## config.mk

```make
export PLATFORM = sky130hd
export DESIGN_NAME = stream_find_and_replace_core_flat
export DESIGN_NICKNAME = d
export VERILOG_FILES = /design/src/hw/rtl/sfr_pkg.sv /design/src/hw/rtl/sfr_ifs.sv /design/src/hw/rtl/sfr_cell.sv /design/src/hw/rtl/stream_find_and_replace_core.sv /design/src/flat_wrapper.sv
export SDC_FILE = /design/constraint.sdc
export NUM_CORES = 1
export LEC_CHECK = 0
export ABC_CLOCK_PERIOD_IN_PS = 4240
export BUFFER_PORTS_ARGS = -buffer_cell sky130_fd_sc_hd__buf_2
export CAP_MARGIN = 20
export CORE_MARGIN = 2
export CORE_UTILIZATION = 50
export DETAILED_ROUTE_END_ITERATION = 8
export GPL_ROUTABILITY_DRIVEN = 0
export GPL_TIMING_DRIVEN = 0
export HOLD_SLACK_MARGIN = 0.15
export PLACE_DENSITY_LB_ADDON = 0.3
export SLEW_MARGIN = 0
export SYNTH_ARGS = -nofsm -noshare
export SYNTH_HDL_FRONTEND = slang
export SYNTH_SLANG_ARGS = --single-unit
```

## constraint.sdc

```tcl
create_clock -name clk_i -period 4.24 [get_ports clk_i]
set_input_delay 0.424 -clock clk_i [delete_from_list [all_inputs] [get_ports clk_i]]
set_output_delay 0.424 -clock clk_i [all_outputs]
set_load 0.03 [all_outputs]
```

## src/hw/rtl/sfr_pkg.sv

```systemverilog
`timescale 1ns / 1ps

package sfr_pkg;

  localparam int unsigned WinDepth = 8;
  localparam int unsigned ByteW    = 8;
  localparam int unsigned LenW     = 4;
  localparam int unsigned CfgW     = 64;
  localparam int unsigned CfgIdxW  = 2;

  typedef enum logic [CfgIdxW-1:0] {
    CFG_PATTERN   = 2'd0,
    CFG_MATCH_LEN = 2'd1,
    CFG_REPL_TEXT = 2'd2,
    CFG_REPL_LEN  = 2'd3
  } sfr_cfg_idx_e;

  typedef enum logic [1:0] {
    ST_IDLE,
    ST_POP,
    ST_REPL
  } sfr_state_e;

  // Per-cell control from the sequencer.
  typedef struct packed {
    logic shift;   // take the neighbour's byte
    logic tap;     // this cell is the tail: see the incoming byte
    logic in_use;  // cell lies inside the current pattern length
  } sfr_cell_ctl_t;

endpackage

```

## src/hw/rtl/sfr_ifs.sv

```systemverilog
`timescale 1ns / 1ps

interface sfr_in_if;
  logic       valid;
  logic       ready;
  logic [7:0] text_byte;
  logic       end_of_text;

  modport source (output valid, output text_byte, output end_of_text, input ready);
  modport sink (input valid, input text_byte, input end_of_text, output ready);
endinterface

interface sfr_out_if;
  logic       valid;
  logic       ready;
  logic [7:0] out_byte;
  logic       byte_valid;
  logic       last_of_run;
  logic       text_done;

  modport source (
    output valid, output out_byte, output byte_valid, output last_of_run,
    output text_done, input ready
  );
  modport sink (
    input valid, input out_byte, input byte_valid, input last_of_run,
    input text_done, output ready
  );
endinterface

```

## src/hw/rtl/sfr_cell.sv

```systemverilog
`timescale 1ns / 1ps

// One window slot: holds a byte, compares it with its pattern byte and
// hands it down the row on a shift.
module sfr_cell import sfr_pkg::*; (
  input  logic             clk_i,
  input  sfr_cell_ctl_t    ctl_i,
  input  logic [ByteW-1:0] in_byte_i,
  input  logic [ByteW-1:0] nbr_byte_i,
  input  logic [ByteW-1:0] pat_byte_i,
  input  logic             match_i,
  output logic [ByteW-1:0] eff_byte_o,
  output logic             match_o
);

  logic [ByteW-1:0] byte_q, byte_d;

  assign eff_byte_o = ctl_i.tap ? in_byte_i : byte_q;
  assign match_o    = match_i & (~ctl_i.in_use | (eff_byte_o == pat_byte_i));
  assign byte_d     = ctl_i.shift ? nbr_byte_i : eff_byte_o;

  always_ff @(posedge clk_i) begin
    byte_q <= byte_d;
  end

endmodule

```

## src/hw/rtl/stream_find_and_replace_core.sv

```systemverilog
`timescale 1ns / 1ps

// Streaming find-and-replace-all over a byte stream.
// text_i carries one input word per handshake: a text byte and an end flag.
// text_o carries one result word per handshake: a byte, a flag telling
// whether the byte is data or a bare end marker, the last-of-run flag that
// closes the results of one input word, and the text-done flag that closes
// the whole text.
// The pending window is a row of cells, one per pattern byte. The incoming
// byte drops into the tail cell, every cell compares itself with its
// pattern byte and the match travels along the row combinationally.
// The first result of an input word is registered on text_o in the cycle
// after the word is taken. Throughput: one input word per cycle while each
// word causes at most one result and text_o is not stalled. A word that
// causes more results (replacement expansion, flush at end of text) sends
// them one by one through the single output register, with text_i.ready low until the last is sent.
// A full output register that is not taken simply holds; the next input
// word is still taken in the cycle the result leaves.
// Reset empties the window, drops any result in flight and returns the
// registers to pattern 0, length 1, replacement 0, length 0. There is no
// clearing pass: the first word can be sent in the cycle after reset.
// Configuration must be written through cfg_we_i/cfg_idx_i/cfg_data_i while idle; the block does not check.
module stream_find_and_replace_core import sfr_pkg::*; #(
  parameter int unsigned PATTERN_MAX = 8,
  parameter int unsigned REPLACE_MAX = 8
) (
  input  logic               clk_i,
  input  logic               rst_ni,
  input  logic               cfg_we_i,
  input  logic [CfgIdxW-1:0] cfg_idx_i,
  input  logic [CfgW-1:0]    cfg_data_i,
  sfr_in_if.sink             text_i,
  sfr_out_if.source          text_o
);

  localparam int unsigned Cells    = (PATTERN_MAX < WinDepth) ? PATTERN_MAX : WinDepth;
  localparam int unsigned RepBytes = (REPLACE_MAX < WinDepth) ? REPLACE_MAX : WinDepth;
  localparam int unsigned RepIdxW  = (RepBytes > 1) ? $clog2(RepBytes) : 1;

  // Configuration: keep only the bytes that can ever be used.
  logic [Cells*ByteW-1:0]    pattern_q;
  logic [LenW-1:0]           mlen_q;
  logic [RepBytes*ByteW-1:0] rep_q;
  logic [LenW-1:0]           rlen_q;

  always_ff @(posedge clk_i or negedge rst_ni) begin
    if (!rst_ni) begin
      pattern_q <= '0;
      mlen_q    <= LenW'(1);
      rep_q     <= '0;
      rlen_q    <= '0;
    end else if (cfg_we_i) begin
      case (sfr_cfg_idx_e'(cfg_idx_i))
        CFG_PATTERN:   pattern_q <= cfg_data_i[Cells*ByteW-1:0];
        CFG_MATCH_LEN: mlen_q    <= cfg_data_i[LenW-1:0];
        CFG_REPL_TEXT: rep_q     <= cfg_data_i[RepBytes*ByteW-1:0];
        CFG_REPL_LEN:  rlen_q    <= cfg_data_i[LenW-1:0];
        default: ;
      endcase
    end
  end

  // Saturate lengths: a zero pattern acts as one byte.
  logic [LenW-1:0] plen, rlen;

  always_comb begin
    if (mlen_q == '0) begin
      plen = LenW'(1);
    end else if (mlen_q > LenW'(Cells)) begin
      plen = LenW'(Cells);
    end else begin
      plen = mlen_q;
    end
    if (rlen_q > LenW'(RepBytes)) begin
      rlen = LenW'(RepBytes);
    end else begin
      rlen = rlen_q;
    end
  end

  // Control state.
  sfr_state_e         state_q, state_d;
  logic [LenW-1:0]    fill_q, fill_d;
  logic [LenW-1:0]    cnt_q, cnt_d;
  logic [RepIdxW-1:0] idx_q, idx_d;
  logic               run_last_q, run_last_d;

  // Output register.
  logic             out_valid_q;
  logic [ByteW-1:0] out_byte_q;
  logic             byte_valid_q, last_of_run_q, text_done_q;

  logic adv, in_ready, acc, last, shift;
  assign adv      = ~out_valid_q | text_o.ready;
  assign in_ready = (state_q == ST_IDLE) & adv;
  assign acc      = text_i.valid & in_ready;
  assign last     = text_i.end_of_text;

  // Row of cells.
  logic [ByteW-1:0] eff [Cells];
  logic [Cells:0]   chain;
  sfr_cell_ctl_t    ctl [Cells];

  assign chain[0] = 1'b1;

  for (genvar k = 0; k < Cells; k++) begin : g_cell
    logic [ByteW-1:0] nbr;

    if (k == Cells - 1) begin : g_end
      assign nbr = '0;
    end else begin : g_mid
      assign nbr = eff[k+1];
    end

    assign ctl[k].shift  = shift;
    assign ctl[k].tap    = acc & (fill_q == LenW'(k));
    assign ctl[k].in_use = LenW'(k) < plen;

    sfr_cell u_cell (
      .clk_i      (clk_i),
      .ctl_i      (ctl[k]),
      .in_byte_i  (text_i.text_byte),
      .nbr_byte_i (nbr),
      .pat_byte_i (pattern_q[k*ByteW +: ByteW]),
      .match_i    (chain[k]),
      .eff_byte_o (eff[k]),
      .match_o    (chain[k+1])
    );
  end

  // Decide what the accepted word does to the window.
  logic [LenW-1:0] fill_app, pop_cnt;
  logic            full, over, hit;

  assign fill_app = fill_q + LenW'(1);
  assign full     = fill_app == plen;
  assign over     = fill_app > plen;
  assign hit      = chain[Cells] & full;

  always_comb begin
    if (last) begin
      pop_cnt = fill_app;
    end else if (over) begin
      pop_cnt = fill_app - plen + LenW'(1);
    end else if (full & ~hit) begin
      pop_cnt = LenW'(1);
    end else begin
      pop_cnt = '0;
    end
  end

  // Sequencer: first result goes out with the accept, the rest follow.
  logic             emit, e_valid, e_lor, e_done;
  logic [ByteW-1:0] e_byte;

  always_comb begin
    state_d    = state_q;
    fill_d     = fill_q;
    cnt_d      = cnt_q;
    idx_d      = idx_q;
    run_last_d = run_last_q;
    shift      = 1'b0;
    emit       = 1'b0;
    e_byte     = '0;
    e_valid    = 1'b1;
    e_lor      = 1'b0;
    e_done     = 1'b0;
    case (state_q)
      ST_IDLE: begin
        if (acc) begin
          run_last_d = last;
          if (hit) begin
            fill_d = '0;
            if (rlen != '0) begin
              emit   = 1'b1;
              e_byte = rep_q[ByteW-1:0];
              e_lor  = rlen == LenW'(1);
              e_done = (rlen == LenW'(1)) & last;
              if (rlen > LenW'(1)) begin
                state_d = ST_REPL;
                cnt_d   = rlen - LenW'(1);
                idx_d   = RepIdxW'(1);
              end
            end else if (last) begin
              // match deleted the tail of the text: send a bare end marker
              emit    = 1'b1;
              e_valid = 1'b0;
              e_lor   = 1'b1;
              e_done  = 1'b1;
            end
          end else if (pop_cnt != '0) begin
            shift  = 1'b1;
            emit   = 1'b1;
            e_byte = eff[0];
            fill_d = fill_app - LenW'(1);
            e_lor  = pop_cnt == LenW'(1);
            e_done = (pop_cnt == LenW'(1)) & last;
            if (pop_cnt > LenW'(1)) begin
              state_d = ST_POP;
              cnt_d   = pop_cnt - LenW'(1);
            end
          end else begin
            fill_d = fill_app;
          end
        end
      end
      ST_POP: begin
        if (adv) begin
          shift  = 1'b1;
          emit   = 1'b1;
          e_byte = eff[0];
          fill_d = fill_q - LenW'(1);
          cnt_d  = cnt_q - LenW'(1);
          if (cnt_q == LenW'(1)) begin
            e_lor   = 1'b1;
            e_done  = run_last_q;
            state_d = ST_IDLE;
          end
        end
      end
      ST_REPL: begin
        if (adv) begin
          emit   = 1'b1;
          e_byte = rep_q[idx_q*ByteW +: ByteW];
          idx_d  = idx_q + RepIdxW'(1);
          cnt_d  = cnt_q - LenW'(1);
          if (cnt_q == LenW'(1)) begin
            e_lor   = 1'b1;
            e_done  = run_last_q;
            state_d = ST_IDLE;
          end
        end
      end
      default: begin
        state_d = ST_IDLE;
      end
    endcase
  end

  always_ff @(posedge clk_i or negedge rst_ni) begin
    if (!rst_ni) begin
      state_q    <= ST_IDLE;
      fill_q     <= '0;
      cnt_q      <= '0;
      idx_q      <= '0;
      run_last_q <= 1'b0;
    end else begin
      state_q    <= state_d;
      fill_q     <= fill_d;
      cnt_q      <= cnt_d;
      idx_q      <= idx_d;
      run_last_q <= run_last_d;
    end
  end

  // Advance the output register when empty or taken; otherwise hold.
  always_ff @(posedge clk_i or negedge rst_ni) begin
    if (!rst_ni) begin
      out_valid_q <= 1'b0;
    end else if (adv) begin
      out_valid_q <= emit;
    end
  end

  always_ff @(posedge clk_i) begin
    if (adv & emit) begin
      out_byte_q    <= e_byte;
      byte_valid_q  <= e_valid;
      last_of_run_q <= e_lor;
      text_done_q   <= e_done;
    end
  end

  assign text_i.ready       = in_ready;
  assign text_o.valid       = out_valid_q;
  assign text_o.out_byte    = out_byte_q;
  assign text_o.byte_valid  = byte_valid_q;
  assign text_o.last_of_run = last_of_run_q;
  assign text_o.text_done   = text_done_q;

endmodule

```

## src/flat_wrapper.sv

```systemverilog
// flat-port wrapper written by rule: the top's interface ports become plain ports
module stream_find_and_replace_core_flat import sfr_pkg::*;
#(
  parameter int unsigned PATTERN_MAX = 8,
  parameter int unsigned REPLACE_MAX = 8
)
  (clk_i, rst_ni, cfg_we_i, cfg_idx_i, cfg_data_i, text_i_valid, text_i_text_byte, text_i_end_of_text, text_i_ready, text_o_valid, text_o_out_byte, text_o_byte_valid, text_o_last_of_run, text_o_text_done, text_o_ready);
  sfr_in_if text_i_i ();
  sfr_out_if text_o_i ();
  input  logic clk_i;
  input  logic rst_ni;
  input  logic cfg_we_i;
  input  logic [CfgIdxW-1:0] cfg_idx_i;
  input  logic [CfgW-1:0] cfg_data_i;
  input wire logic [$bits(text_i_i.valid)-1:0] text_i_valid;
  input wire logic [$bits(text_i_i.text_byte)-1:0] text_i_text_byte;
  input wire logic [$bits(text_i_i.end_of_text)-1:0] text_i_end_of_text;
  output wire logic [$bits(text_i_i.ready)-1:0] text_i_ready;
  output wire logic [$bits(text_o_i.valid)-1:0] text_o_valid;
  output wire logic [$bits(text_o_i.out_byte)-1:0] text_o_out_byte;
  output wire logic [$bits(text_o_i.byte_valid)-1:0] text_o_byte_valid;
  output wire logic [$bits(text_o_i.last_of_run)-1:0] text_o_last_of_run;
  output wire logic [$bits(text_o_i.text_done)-1:0] text_o_text_done;
  input wire logic [$bits(text_o_i.ready)-1:0] text_o_ready;
  assign text_i_i.valid = text_i_valid;
  assign text_i_i.text_byte = text_i_text_byte;
  assign text_i_i.end_of_text = text_i_end_of_text;
  assign text_i_ready = text_i_i.ready;
  assign text_o_valid = text_o_i.valid;
  assign text_o_out_byte = text_o_i.out_byte;
  assign text_o_byte_valid = text_o_i.byte_valid;
  assign text_o_last_of_run = text_o_i.last_of_run;
  assign text_o_text_done = text_o_i.text_done;
  assign text_o_i.ready = text_o_ready;
  stream_find_and_replace_core #(.PATTERN_MAX(PATTERN_MAX), .REPLACE_MAX(REPLACE_MAX)) u_core (.clk_i(clk_i), .rst_ni(rst_ni), .cfg_we_i(cfg_we_i), .cfg_idx_i(cfg_idx_i), .cfg_data_i(cfg_data_i), .text_i(text_i_i), .text_o(text_o_i));
endmodule
```

---- Word level (Yosys, flattened, before mapping) ----
Cells that the tools add are included.
word-level totals
  word-level logic and storage cells ...... 225
  bits of input ports ..................... 80
  output and inout bits ................... 13
  register bits after elaboration ......... 226
cells by class
  reduce and logical (&&, ||, !) cells .... 20
  order comparisons ....................... 13
  eq/ne operators ......................... 36
  mux-type cells .......................... 81
  shifts and indexed selects .............. 1
  add/sub/neg operators ................... 9
  bitwise gates (word level) .............. 43
operators with widths
  operator               number
  $mux W8                21
  $eq A8 B8 Y1           8
  $mux W4                16
  $shiftx A64 B7 Y8      1
  $pmux W8 S3            1
  $and A1 B1 Y1          22
  $mux W1                22
  $sub A4 B1 Y4 const B  5
  $eq A4 B1 Y1 const B   4
  $eq A4 B3 Y1 const B   4
  $lt A3 B4 Y1 const A   4
  $mux W2                8
  $pmux W4 S2            2
  $mux W3                5
  $reduce_and A7 Y1      2
  $ne A2 B1 Y1 const B   6
  $not A1 Y1             12
  $reduce_and A2 Y1      5
  $or A1 B1 Y1           9
  $add A4 B1 Y4 const B  2
  $eq A4 B2 Y1 const B   2
  $gt A4 B1 Y1 const B   2
  $gt A4 B4 Y1 const B   2
  $logic_not A4 Y1       2
  other kinds (21)       36

---- Longest topological paths before layout ----
  word-level depth ........................ 27
  gate-level depth with buffers ........... 23
  gate-level depth less buffers ........... 17

---- Cells and area by module ----
Synthesis repeated with hierarchy kept, for this count alone.
unflattened totals
  cell total of the unflattened synthesis .. 906
  area, all modules ....................... 11733.8 µm²
by module, submodules not included
  module                        sequential area each (µm²)  cells an instance  times used  area each (µm²)
  stream_find_and_replace_core  4110.2                      602                1           7840.0
  sfr_cell                      160.2                       38                 8           486.7

---- Worst setup path after synthesis ----
No wires, ideal clock.
  path type ............................... flip-flop to flip-flop
  start ................................... register u_core.state_q[0]
  end ..................................... register u_core.g_cell[2].u_cell.byte_q[0]
  slack ................................... -256 ps
  data required time ...................... 4104 ps
  arrival ................................. 4360 ps
  setup time .............................. 136 ps
  stages on the path, launching flop included .. 22
  cells stage by stage .................... dfrtp_1 > inv_1 > ha_1 > buf_2 > nand2_1 > buf_2 > nor3_2 > or4_1 > a21oi_1 > nand4_1 > a221oi_2 > o211a_1 > buf_2 > buf_4 > a21o_1 > ha_1 > nand3_1 > nand2_1 > o21a_1 > buf_4 > mux2i_1 > a21oi_1
on the way
  word-level cells in the longest chain between the ends .. 26
  elaborated cells between the ends (all ways) .. 55
  classes of those cells .................. 9 x eq/ne; 16 x mux; 28 x bitwise; 2 x reduce/logical
RTL lines
  element                                RTL line                                                                 source
  from (decl)                            stream_find_and_replace_core.sv:82                                       sfr_state_e state_q, state_d;
  from (signal assigned)                 stream_find_and_replace_core.sv:248                                      state_q <= state_d;
  $logic_not A2 Y1                       stream_find_and_replace_core.sv:95, stream_find_and_replace_core.sv:168
  $and A1 B1 Y1                          stream_find_and_replace_core.sv:95                                       assign in_ready = (state_q == ST_IDLE) & adv;
  $and A1 B1 Y1                          stream_find_and_replace_core.sv:96                                       assign acc = text_i.valid & in_ready;
  $and A1 B1 Y1                          stream_find_and_replace_core.sv:116                                      assign ctl[k].tap = acc & (fill_q == LenW'(k));
  $mux W8                                sfr_cell.sv:18                                                           assign eff_byte_o = ctl_i.tap ? in_byte_i : byte_q;
  $eq A8 B8 Y1                           sfr_cell.sv:19                                                           assign match_o = match_i & (~ctl_i.in_use | (eff_byte_o == pat_byte_i));
  $or A1 B1 Y1                           sfr_cell.sv:19
  $and A1 B1 Y1 (7 in series)            sfr_cell.sv:19
  [... 5 more ...]                       n/a
  $mux W4                                stream_find_and_replace_core.sv:141                                      if (last) begin
  $reduce_bool A4 Y1                     stream_find_and_replace_core.sv:191                                      end else if (pop_cnt != '0) begin
  $mux W1                                stream_find_and_replace_core.sv:191
  $mux W1                                stream_find_and_replace_core.sv:172                                      if (hit) begin
  $mux W1                                stream_find_and_replace_core.sv:170                                      if (acc) begin
  $pmux W1 S2                            stream_find_and_replace_core.sv:168                                      case (state_q)
  $mux W8 *                              sfr_cell.sv:20                                                           assign byte_d = ctl_i.shift ? nbr_byte_i : eff_byte_o;
  net u_core.g_cell[2].u_cell.byte_d[0]  sfr_cell.sv:16                                                           logic [ByteW-1:0] byte_q, byte_d;
  to (signal assigned)                   sfr_cell.sv:23                                                           byte_q <= byte_d;
  to (decl)                              sfr_cell.sv:16
Mark *: on every way through the listed nets, which the timed path passes. The rest lies on a longest branch.
A chain may end at the register's enable or synchronous reset.

---- Worst setup path in the final report ----
  start ................................... register u_core.fill_q[1]
  end ..................................... register u_core.g_cell[2].u_cell.byte_q[1]
on the way
  word-level cells in the longest chain between the ends .. 24
  elaborated cells between the ends (all ways) .. 64
  classes of those cells .................. 3 x add/sub; 1 x order compare; 16 x eq/ne; 16 x mux; 26 x bitwise; 2 x reduce/logical
RTL lines
  element                                           RTL line                             source
  from (decl)                                       stream_find_and_replace_core.sv:83   logic [LenW-1:0] fill_q, fill_d;
  from (signal assigned)                            stream_find_and_replace_core.sv:249  fill_q <= fill_d;
  $eq A4 B1 Y1 or $logic_not A4 Y1 (tied branches)  stream_find_and_replace_core.sv:116
  $and A1 B1 Y1                                     stream_find_and_replace_core.sv:116
  $mux W8                                           sfr_cell.sv:18
  $eq A8 B8 Y1                                      sfr_cell.sv:19
  $or A1 B1 Y1                                      sfr_cell.sv:19
  $and A1 B1 Y1 (7 in series)                       sfr_cell.sv:19
  $and A1 B1 Y1                                     stream_find_and_replace_core.sv:138  assign hit = chain[Cells] & full;
  $not A1 Y1 (no source line)                       n/a
  [... 3 more ...]                                  n/a
  $mux W4                                           stream_find_and_replace_core.sv:141
  $reduce_bool A4 Y1                                stream_find_and_replace_core.sv:191
  $mux W1                                           stream_find_and_replace_core.sv:191
  $mux W1                                           stream_find_and_replace_core.sv:172
  $mux W1                                           stream_find_and_replace_core.sv:170
  $pmux W1 S2                                       stream_find_and_replace_core.sv:168
  $mux W8 *                                         sfr_cell.sv:20
  net u_core.g_cell[2].u_cell.byte_d[1]             sfr_cell.sv:16
Marks and branches as above.

==> results.md <==
* Status: finished, violations left
* Failing checks: setup timing
* DP HPWL at 29.23 mm
* Synthesized area at 0.01245 sq mm
* Setup crit start kind: register
* RSZ-0062 raised after global routing: yes
* Pre-antenna DRT Iters at 6
* Synth cell count leaders: dfrtp_1 (150), mux2_2 (124), a21oi_1 (90), inv_1 (72)
* Cell Rows at 57
* DR DRC count at 0
* Routed length per instance at 24.25 um
* PortBufs at 86
* Crit path max fanout at 7
* Data required, critical path at 4.62 ns
* Worst-Margin Slew at 1.011 ns
* Crit end category: register
* M2 GR Usage at 48.18%
* Met3 Track Usage GR at 4.750%
* Post-Route WL at 42.09 mm
* Cts bufs inserted at 25
* Final min period at 4.251 ns
* Worst hold path type: input port to register
* Initial antenna violation count at 0
* IO Pins at 93
* Max-slew headroom at 32.57%
* Most Used Layer, Global Route: met2
* Synthesis Warnings at 0
* Final setup violation count at 4
* DR iter-0 viols at 1,565
* Max Fclk at 235.2 MHz
* Final-report hold violation count at 0
* Max-capacitance violation count at 0
* Die Ht at 161.8 um
* R2r setup slk at -0.01 ns
* Die W at 161.8 um
* Post-synthesis sequential area ratio at 43.32%
* Met1 Use GR at 45.29%
* Async set or reset register ratio after synthesis at 66.81%
* Largest net degree at the start of global routing at 82
* Synth Instances at 1,183
* Sink Count at 226
* Crit Path Class: register to register
* Root Driver: clkbuf_16
* Max Clock Skew at 0.01012 ns
* Ys flop type: dfrtp_1
* Core area at 0.02439 sq mm
* Slowest CP cell: or4_4
* Clock latency on the worst-skew pair at 0.53 ns
* Post-synthesis net count at 1,289
* Cell Area, Placed at 0.01338 sq mm
* Worst slack, placed at -1.239 ns
* Post-synth EDFFs at 11
* Layout cells sized above 1 at 31.80%
* Fin crit share at 100.3%
* Post-layout worst setup margin at -0.01150 ns
* Avg Inst Size Synth at 10.52 sq um
* Post-route ant nets at 0
* Nets at 1,497
* Layout area overhead at 25.26%
* Vias in the first global route at 10,792
* Most frequent cell after synthesis: dfrtp_1
* Max clock buf depth at 3
* Synth top area cells: dfrtp_1 (30%), mux2_2 (11%), dfxtp_1 (10%)
* Design area at 0.01559 sq mm
* Starting Density at 51.03%
* GR Overflow Total at 0
* CTS clock-pin slew for the worst setup and hold paths at 0.07 ns
* Via count at 11,249
* WHS at 0.1599 ns
* Pwr Density at 709.0 mW/mm^2
* First-pass GRT wire length at 63.66 mm
* Total track usage at 31.43%
* Pwr Total at 11.05 mW
* CTS tree: built
* Synth top area share at 30.16%
* Setup TNS at -0.02421 ns
* Slowest Stage Delay on Critical Path at 0.46 ns
* Worst vdd ir at 0.4819 mV
* Die area at 0.02617 sq mm
* Synth unique cells at 85
* Fillcell total at 1,915
* Synth area leader: dfrtp_1
* H-tree depth at 1
* Drt via density at 6.480
* Leakage at 6.561 nW
* Crit path DAT at 4.63 ns
* Fin. max-slew vios at 0
* Critical path cell sequence: inv_4 -> ha_4 -> nand3b_1 -> or3_4 -> or4_4 -> a21oi_2 -> nand4_1 -> buf_6 -> a221oi_4 -> o211a_1 -> a21o_1 -> ha_4 -> nand3_4 -> nand2_4 -> o21a_1 -> buf_6 -> mux2i_4 -> buf_12 -> a21oi_2
* Number of synthesized register bits at 226
## area by class of cell
type / instances / area (sq um) / share of cell area, %
Multi-Input combinational cell: 810 / 6983 / 44.79
Sequential cell: 226 / 5395 / 34.60
Timing Repair Buffer: 183 / 1305 / 8.370
Clock buffer: 40 / 742.0 / 4.759
Buffer: 72 / 421.7 / 2.704
Tap cell: 324 / 405.4 / 2.600
Inverter: 73 / 279.0 / 1.790
Clock inverter: 5 / 52.55 / 0.3371
Antenna cell: 3 / 7.507 / 0.04815
## through the flow
stage / std cells / utilization, %
after CTS: 1709 / 61.96
final: 1736 / 63.92
after global routing: 1733 / 63.89
after floorplan: 1183 / -
after global placement: 1593 / 54.70
after detailed placement: 1594 / 54.84
## flip-flops by register name, indices dropped and copies added (netlist names)
name,count
u_core.g_cell.u_cell.byte_q,64
u_core.pattern_q,64
u_core.rep_q,64
u_core.text_o.out_byte,8
u_core.cnt_q,4
u_core.fill_q,4
u_core.mlen_q,4
u_core.rlen_q,4
u_core.idx_q,3
u_core.state_q,2
u_core.run_last_q,1
u_core.text_o.byte_valid,1
u_core.text_o.last_of_run,1
u_core.text_o.text_done,1
u_core.text_o.valid,1
## worst paths after layout
check | startpoint | end | cells after the start
max reg2reg | u_core.fill_q[1] | u_core.g_cell[2].u_cell.byte_q[1] | 19
max in group asynchronous | rst_ni | u_core.pattern_q[33] | 3
min in group asynchronous | rst_ni | u_core.rlen_q[1] | 2
max | u_core.fill_q[1] | u_core.g_cell[2].u_cell.byte_q[1] | 19
min | cfg_data_i[46] | u_core.rep_q[46] | 2
min reg2reg | u_core.rep_q[40] | u_core.rep_q[40] | 1
## logic make-up after synthesis
| group | after synthesis | share of synthesized area [%] |
|---|---|---|
| AOI/OAI and AO/OA | 322 | 17.72 |
| and+or+nand+nor | 230 | 10.15 |
| xor gates and xnor gates | 41 | 2.885 |
| DFF | 226 | 43.32 |
| buffers and inverters | 147 | 4.775 |
| muxes | 191 | 18.42 |
| adders and majority gates | 26 | 2.734 |
## cell usage in the layout (no fill, tap or decap), drive strengths merged, types with 6 or more instances in the layout
cell / synthesis / routed
a21oi: 90 / 90
a221oi: 6 / 6
a22oi: 6 / 6
a31oi: 8 / 8
and3: 16 / 16
buf: 29 / 170
clkbuf: 45 / 89
dfrtp: 150 / 150
dfxtp: 64 / 64
dlygate4sd3: 0 / 36
edfxtp: 11 / 11
ha: 24 / 24
inv: 72 / 72
mux2: 124 / 124
mux2i: 51 / 51
mux4: 16 / 16
nand2: 64 / 64
nand2b: 24 / 24
nand3: 11 / 11
nand4: 17 / 17
nor2: 35 / 35
nor2b: 7 / 7
nor3: 16 / 16
nor4: 9 / 9
o2111ai: 6 / 6
o211ai: 10 / 10
o21ai: 44 / 44
o22ai: 35 / 35
o31ai: 8 / 8
o32ai: 48 / 48
xnor2: 22 / 22
xor2: 19 / 19
## timing repair
action / CTS / global route
endpoints found under the setup margin: 98 / 85
endpoints found under the hold margin: 127 / 1
gates resized for setup: 80 / 60
gates cloned: 1 / 0
pin swaps: 37 / 28
hold buffers: 35 / 1
setup buffers: 34 / 25
## report_power, final
group,switching [mW],leakage (nW),internal [mW]
Clock,0.888,0.388,1.25
Combinational,3.01,3.74,2.39
Sequential,0.662,2.43,2.86
## worst max-delay path, delay by kind of cell (launching register included)
family / cells / cell delay [ns]
buffers and inverters: 4 / 0.58
AND/OR/NAND/NOR: 6 / 1.39
adder cells (fa/ha/maj): 2 / 0.31
flip-flops: 1 / 0.45
AO/OA/AOI/OAI: 6 / 1.08
multiplexers: 1 / 0.27
## metal layers
layer | vias to the layer above | wire [um] | part of all wire [%]
met1 | 5499 | 17110 | 41
met5 | - | 0 | 0
met2 | 731 | 18520 | 44
li1 | 4880 | - | -
met4 | 0 | 1881 | 4.5
met3 | 139 | 4585 | 11
Power figures use the tool's default switching activity.
